--- config.mk ---
export PLATFORM = sky130hd
export DESIGN_NAME = rcc_result_stage_flat
export DESIGN_NICKNAME = d
export VERILOG_FILES = /design/src/rtl/core/rcc_pkg.sv /design/src/rtl/core/rcc_if.sv /design/src/rtl/core/rcc_result_stage.sv /design/src/flat_wrapper.sv
export SDC_FILE = /design/constraint.sdc
export NUM_CORES = 1
export LEC_CHECK = 0
export BUFFER_PORTS_ARGS = -buffer_cell sky130_fd_sc_hd__buf_2
export CAP_MARGIN = 5
export CORE_AREA = 8 8 104 106
export CTS_CLUSTER_SIZE = 16
export DETAILED_ROUTE_END_ITERATION = 6
export DIE_AREA = 0 0 112 114
export GPL_TIMING_DRIVEN = 0
export PLACE_DENSITY = 0.78
export SLEW_MARGIN = 40
export SYNTH_ARGS = -nofsm -noshare
export SYNTH_HDL_FRONTEND = slang
export SYNTH_SLANG_ARGS = --single-unit
--- constraint.sdc ---
create_clock -name clk -period 5.4 [get_ports clk]
set_clock_uncertainty 0.1 [all_clocks]
set_input_delay 0.27 -clock clk [delete_from_list [all_inputs] [get_ports clk]]
set_output_delay 0.27 -clock clk [all_outputs]
set_load 0.02 [all_outputs]
--- src/rtl/core/rcc_pkg.sv ---
// Shared types, constants and the CRC step for the read-coils request checker.
// Used by the config channel interface and by every module of the block; depends on nothing.
package rcc_pkg;

    // Frame layout
    localparam int FRAME_BYTES = 8;
    localparam int IDX_W       = $clog2(FRAME_BYTES);

    localparam logic [IDX_W-1:0] BYTE_SLAVE   = IDX_W'(0);
    localparam logic [IDX_W-1:0] BYTE_FCODE   = IDX_W'(1);
    localparam logic [IDX_W-1:0] BYTE_ADDR_HI = IDX_W'(2);
    localparam logic [IDX_W-1:0] BYTE_ADDR_LO = IDX_W'(3);
    localparam logic [IDX_W-1:0] BYTE_QTY_HI  = IDX_W'(4);
    localparam logic [IDX_W-1:0] BYTE_QTY_LO  = IDX_W'(5);
    localparam logic [IDX_W-1:0] BYTE_CRC_LO  = IDX_W'(FRAME_BYTES - 2);
    localparam logic [IDX_W-1:0] BYTE_CRC_HI  = IDX_W'(FRAME_BYTES - 1);

    // Modbus CRC-16: reflected polynomial, all-ones start, no final xor
    localparam logic [15:0] CRC_INIT = 16'hFFFF;
    localparam logic [15:0] CRC_POLY = 16'hA001;

    // Configuration port
    localparam int CFG_INDEX_W = 4;
    localparam int CFG_DATA_W  = 16;

    localparam logic [CFG_INDEX_W-1:0] REG_QUANTITY_MIN = CFG_INDEX_W'(0);
    localparam logic [CFG_INDEX_W-1:0] REG_QUANTITY_MAX = CFG_INDEX_W'(1);

    localparam logic [15:0] QUANTITY_MIN_RESET = 16'd1;
    localparam logic [15:0] QUANTITY_MAX_RESET = 16'd2000;

    // Completed frame, handed from the parser to the result stage
    typedef struct packed {
        logic        done;
        logic [7:0]  slave_addr;
        logic [7:0]  function_code;
        logic [15:0] start_address;
        logic [15:0] quantity;
        logic        crc_ok;
    } frame_t;

    // One result held in the output buffer
    typedef struct packed {
        logic [7:0]  slave_addr;
        logic [7:0]  function_code;
        logic [15:0] start_address;
        logic [15:0] quantity;
        logic        crc_ok;
        logic        quantity_ok;
        logic        frame_ok;
    } result_t;

    // Advance the CRC by one byte, least significant bit first
    function automatic logic [15:0] crc16_byte(input logic [15:0] crc, input logic [7:0] b);
        logic [15:0] c;
        c = crc ^ {8'h00, b};
        for (int k = 0; k < 8; k++)
        begin
            if (c[0])
                c = (c >> 1) ^ CRC_POLY;
            else
                c = c >> 1;
        end
        return c;
    endfunction

endpackage

--- src/rtl/core/rcc_if.sv ---


interface rcc_res_if;
    logic        valid;
    logic        ready;
    logic [7:0]  slave_addr;
    logic [7:0]  function_code;
    logic [15:0] start_address;
    logic [15:0] quantity;
    logic        crc_ok;
    logic        quantity_ok;
    logic        frame_ok;

    modport source (output valid, output slave_addr, output function_code,
                    output start_address, output quantity, output crc_ok,
                    output quantity_ok, output frame_ok, input ready);
    modport sink   (input valid, input slave_addr, input function_code,
                    input start_address, input quantity, input crc_ok,
                    input quantity_ok, input frame_ok, output ready);
endinterface


--- src/rtl/core/rcc_result_stage.sv ---
// Result stage: bound check, flags and a two-entry output buffer (register plus skid).
// Depends on rcc_pkg and rcc_if.
module rcc_result_stage (
    input  logic            clk,
    input  logic            rst_n,
    input  rcc_pkg::frame_t frame,
    input  logic [15:0]     quantity_min,
    input  logic [15:0]     quantity_max,
    output logic            space,
    rcc_res_if.source       res
);
    import rcc_pkg::*;

    result_t new_res;
    result_t out_reg, skid_reg;
    logic    out_valid_reg, skid_valid_reg;
    logic    pop;

    always_comb
    begin
        new_res.slave_addr    = frame.slave_addr;
        new_res.function_code = frame.function_code;
        new_res.start_address = frame.start_address;
        new_res.quantity      = frame.quantity;
        new_res.crc_ok        = frame.crc_ok;
        new_res.quantity_ok   = (frame.quantity >= quantity_min) &&
                                (frame.quantity <= quantity_max);
        new_res.frame_ok      = frame.crc_ok && new_res.quantity_ok;
    end

    assign pop   = out_valid_reg && res.ready;
    assign space = !skid_valid_reg;

    always_ff @(posedge clk or negedge rst_n)
    begin
        if (!rst_n)
        begin
            out_valid_reg  <= 1'b0;
            skid_valid_reg <= 1'b0;
        end
        else if (!out_valid_reg || pop)
        begin
            out_valid_reg  <= skid_valid_reg || frame.done;
            skid_valid_reg <= 1'b0;
        end
        else if (frame.done)
        begin
            skid_valid_reg <= 1'b1;
        end
    end

    // Payload: refill the output from the skid first, else from the new frame
    always_ff @(posedge clk)
    begin
        if (!out_valid_reg || pop)
        begin
            if (skid_valid_reg)
                out_reg <= skid_reg;
            else
                out_reg <= new_res;
        end
        else if (frame.done)
        begin
            skid_reg <= new_res;
        end
    end

    assign res.valid         = out_valid_reg;
    assign res.slave_addr    = out_reg.slave_addr;
    assign res.function_code = out_reg.function_code;
    assign res.start_address = out_reg.start_address;
    assign res.quantity      = out_reg.quantity;
    assign res.crc_ok        = out_reg.crc_ok;
    assign res.quantity_ok   = out_reg.quantity_ok;
    assign res.frame_ok      = out_reg.frame_ok;

    a_skid_behind_out: assert property (@(posedge clk) disable iff (!rst_n)
        skid_valid_reg |-> out_valid_reg)
        else $error("skid holds a result while the output register is empty");

    a_no_overflow: assert property (@(posedge clk) disable iff (!rst_n)
        !(frame.done && skid_valid_reg))
        else $error("frame completed with the output buffer full");

    a_flags_agree: assert property (@(posedge clk) disable iff (!rst_n)
        out_valid_reg |-> out_reg.frame_ok == (out_reg.crc_ok && out_reg.quantity_ok))
        else $error("frame_ok disagrees with crc_ok and quantity_ok");

endmodule

--- src/flat_wrapper.sv ---
// flat-port wrapper written by rule: the top's interface ports become plain ports
module rcc_result_stage_flat import rcc_pkg::*;
  (clk, rst_n, frame, quantity_min, quantity_max, space, res_valid, res_slave_addr, res_function_code, res_start_address, res_quantity, res_crc_ok, res_quantity_ok, res_frame_ok, res_ready);
  rcc_res_if res_i ();
  input  logic clk;
  input  logic rst_n;
  input  rcc_pkg::frame_t frame;
  input  logic [15:0] quantity_min;
  input  logic [15:0] quantity_max;
  output logic space;
  output wire logic [$bits(res_i.valid)-1:0] res_valid;
  output wire logic [$bits(res_i.slave_addr)-1:0] res_slave_addr;
  output wire logic [$bits(res_i.function_code)-1:0] res_function_code;
  output wire logic [$bits(res_i.start_address)-1:0] res_start_address;
  output wire logic [$bits(res_i.quantity)-1:0] res_quantity;
  output wire logic [$bits(res_i.crc_ok)-1:0] res_crc_ok;
  output wire logic [$bits(res_i.quantity_ok)-1:0] res_quantity_ok;
  output wire logic [$bits(res_i.frame_ok)-1:0] res_frame_ok;
  input wire logic [$bits(res_i.ready)-1:0] res_ready;
  assign res_valid = res_i.valid;
  assign res_slave_addr = res_i.slave_addr;
  assign res_function_code = res_i.function_code;
  assign res_start_address = res_i.start_address;
  assign res_quantity = res_i.quantity;
  assign res_crc_ok = res_i.crc_ok;
  assign res_quantity_ok = res_i.quantity_ok;
  assign res_frame_ok = res_i.frame_ok;
  assign res_i.ready = res_ready;
  rcc_result_stage u_core (.clk(clk), .rst_n(rst_n), .frame(frame), .quantity_min(quantity_min), .quantity_max(quantity_max), .space(space), .res(res_i));
endmodule
==> impl_metrics.env <==
export IMPL_final_hold_violation_count=0
export IMPL_syn_avg_cell_area_um2=16.3
export IMPL_cp_top_family="buffers and inverters"
export IMPL_antenna_left=0
export IMPL_grt_pass1_vias=3290
export IMPL_gp_congestion=0.796
export IMPL_cts_tree="yes"
export IMPL_initial_core_util=0.501
export IMPL_antenna_found_initial=0
export IMPL_grt_pass1_wl_um=16800
export IMPL_path_cells="dlygate4sd3_1 -> buf_2 -> inv_1 -> ha_1 -> nand2b_4 -> a2111oi_2 -> nor3_1 -> o31ai_2 -> a21oi_2 -> mux2_4"
export IMPL_tightestPinTransition_ns=0.600
export IMPL_grt_usage=0.167
export IMPL_ir_worst_vdd_mv=0.130
export IMPL_clk_latency_ns=0.36
export IMPL_period_share=0.473
export IMPL_largest_reg_flops=51
export IMPL_ys_ff_latch=104
export IMPL_clk_pin_slew_worst_paths_ns=0.10
export IMPL_powerDensity_mw_per_mm2=288
export IMPL_hpwl_um=7620
export IMPL_final_core_utilization=0.658
export IMPL_drv_slew=0
export IMPL_nets=581
export IMPL_status="finished, final reports clean"
export IMPL_die_area_mm2=0.0128
export IMPL_start_kind="input port"
export IMPL_crit_path_top_delay_cell="dlygate4sd3_1"
export IMPL_wl_per_cell_um=18.4
export IMPL_chipWidth_um=112
export IMPL_drtIter0Drc=107
export IMPL_drc=0
export IMPL_mostFrequentLayoutCells="buf_2, edfxtp_1, mux2_2"
export IMPL_setup_viol_count_final=0
export IMPL_period_minus_slack_ns=2.55
export IMPL_grt_overflow=0
export IMPL_port_buffers=137
export IMPL_die_h_um=114
export IMPL_crit_type="input port to flip-flop"
export IMPL_drive_above_1_share=0.452
export IMPL_final_common_cell="buf_2"
export IMPL_synthToLayoutAreaGrowth_pct=31.2
export IMPL_antenna_cells=0
export IMPL_worst_path_buf_inv=3
export IMPL_maxCapViolations=0
export IMPL_synth_area_leaders="edfxtp_1, mux2_2, ha_1"
export IMPL_fmax_ghz=0.392
export IMPL_synth_cell_type_count=32
export IMPL_reg2regPathDepth=3
export IMPL_cts_sink_count=104
export IMPL_hold_path_class="input port to flip-flop"
export IMPL_vias_per_cell=5.08
export IMPL_vias=2947
export IMPL_path_depth=10
export IMPL_postCtsResizedCells=0
export IMPL_rows=35
export IMPL_drt_total_wl_um=10700
export IMPL_n_fill_cell=677
export IMPL_critPathMaxStageDelay_ns=0.54
export IMPL_end_kind="flip-flop"
export IMPL_leakagePower_nw=2.56
export IMPL_syn_area_mm2=0.00457
export IMPL_core_area_mm2=0.00911
export IMPL_htreeDepth=3
export IMPL_synth_top_area_share=0.671
export IMPL_slew_headroom=0.599
export IMPL_grt_start_max_net_pins=31
export IMPL_clockBufferDepth=2
export IMPL_setup_tns_ns=0
export IMPL_ys_warn_count=0
export IMPL_numCtsBuffers=9
export IMPL_hold_depth=1
export IMPL_cts_root_buf="clkbuf_8"
export IMPL_first_pass_iters=4
export IMPL_rsz0062_at_grt="no"
export IMPL_boundaryPins=138
export IMPL_worstPathMaxFanout=4
export IMPL_worst_endpoint_required_ns=5.41
export IMPL_seq_area_frac_synth=0.682
export IMPL_yosys_area_top_type="edfxtp_1"
export IMPL_critPathArrivalTime_ns=2.56
export IMPL_synth_cells=280
export IMPL_synth_nets=397
-- timing repair --
action                    4_1_cts  5_1_grt
hold buffers                   32        1
hold endpoints to repair       33        1
buffers inserted                0        0
-- final timing paths --
kind | start | end | slack (ns)
max reg2reg | u_core.skid_valid_reg | u_core.res.quantity[7] | 3.37
min reg2reg | u_core.skid_reg[3] | u_core.res.quantity[0] | 0.43
min in group asynchronous | rst_n | u_core.res.valid | 0.13
max | frame[1] | u_core.res.quantity_ok | 2.85
min | frame[26] | u_core.skid_reg[28] | 0.02
max in group asynchronous | rst_n | u_core.skid_valid_reg | 4.97
-- metrics by stage --
stage                     hold WS, ns  setup WS [ns]  total power [W]  std cells  cell area [um^2]
after floorplan                -0.126          0.858          0.00115        280              4570
after global placement        -0.0383         -0.948          0.00125        528              5390
after detailed placement      -0.0408           3.02          0.00127        531              5480
after CTS                 0.000000333           2.83          0.00174        579              5980
after global routing         0.000856           2.75          0.00180        580              5990
final                          0.0201           2.85          0.00173        580              5990
-- layer usage --
| layer | part of all wire | GRT usage | wire length [um] | up-vias |
|---|---|---|---|---|
| met5 | 0 | 0 | 0 | - |
| met4 | 0.0081 | 0.0513 | 87 | 0 |
| met3 | 0.071 | 0.0518 | 758 | 9 |
| met2 | 0.49 | 0.287 | 5260 | 107 |
| met1 | 0.43 | 0.197 | 4580 | 1412 |
| li1 | - | - | - | 1419 |
-- power by group --
group	switching (W)	internal (W)
Clock	0.000283	0.000175
Sequential	0.0000157	0.000956
Combinational	0.000166	0.000131
Total	0.000464	0.00126
-- synthesized netlist by cell type (all sizes together) --
master,instances
nor3,1
nor2,6
inv,33
a22o,1
nor2b,2
o31ai,1
a21o,5
mux2,48
edfxtp,102
ha,32
a2111oi,1
and2,2
nand4,5
a221o,1
a211oi,1
a31oi,1
buf,4
nor4,1
a21boi,1
nand3,2
o31a,1
o21a,1
dfrtp,2
nand2b,2
nand2,6
o21ai,5
clkbuf,2
and3,1
a21oi,10
-- logic make-up (layout without fill, tap and decap cells) --
family	Yosys count	in the layout	synth area share
buffers and inverters	39	228	0.0321
adders and majority gates	32	32	0.0877
DFF	104	104	0.682
and+or+nand+nor	28	28	0.0340
AOI/OAI and AO/OA	29	29	0.0455
muxes	48	48	0.119
-- area by class of cell --
type                            count  area [um^2]  share of cell area
Buffer                              6         22.5             0.00376
Clock buffer                       10          128              0.0213
Clock inverter                      6         53.8             0.00898
Inverter                           33          124              0.0207
Multi-Input combinational cell    137         1320               0.221
Sequential cell                   104         3110               0.519
Tap cell                          111          139              0.0232
Timing Repair Buffer              173         1090               0.182
No activity file was read; power rests on OpenSTA's default activity.
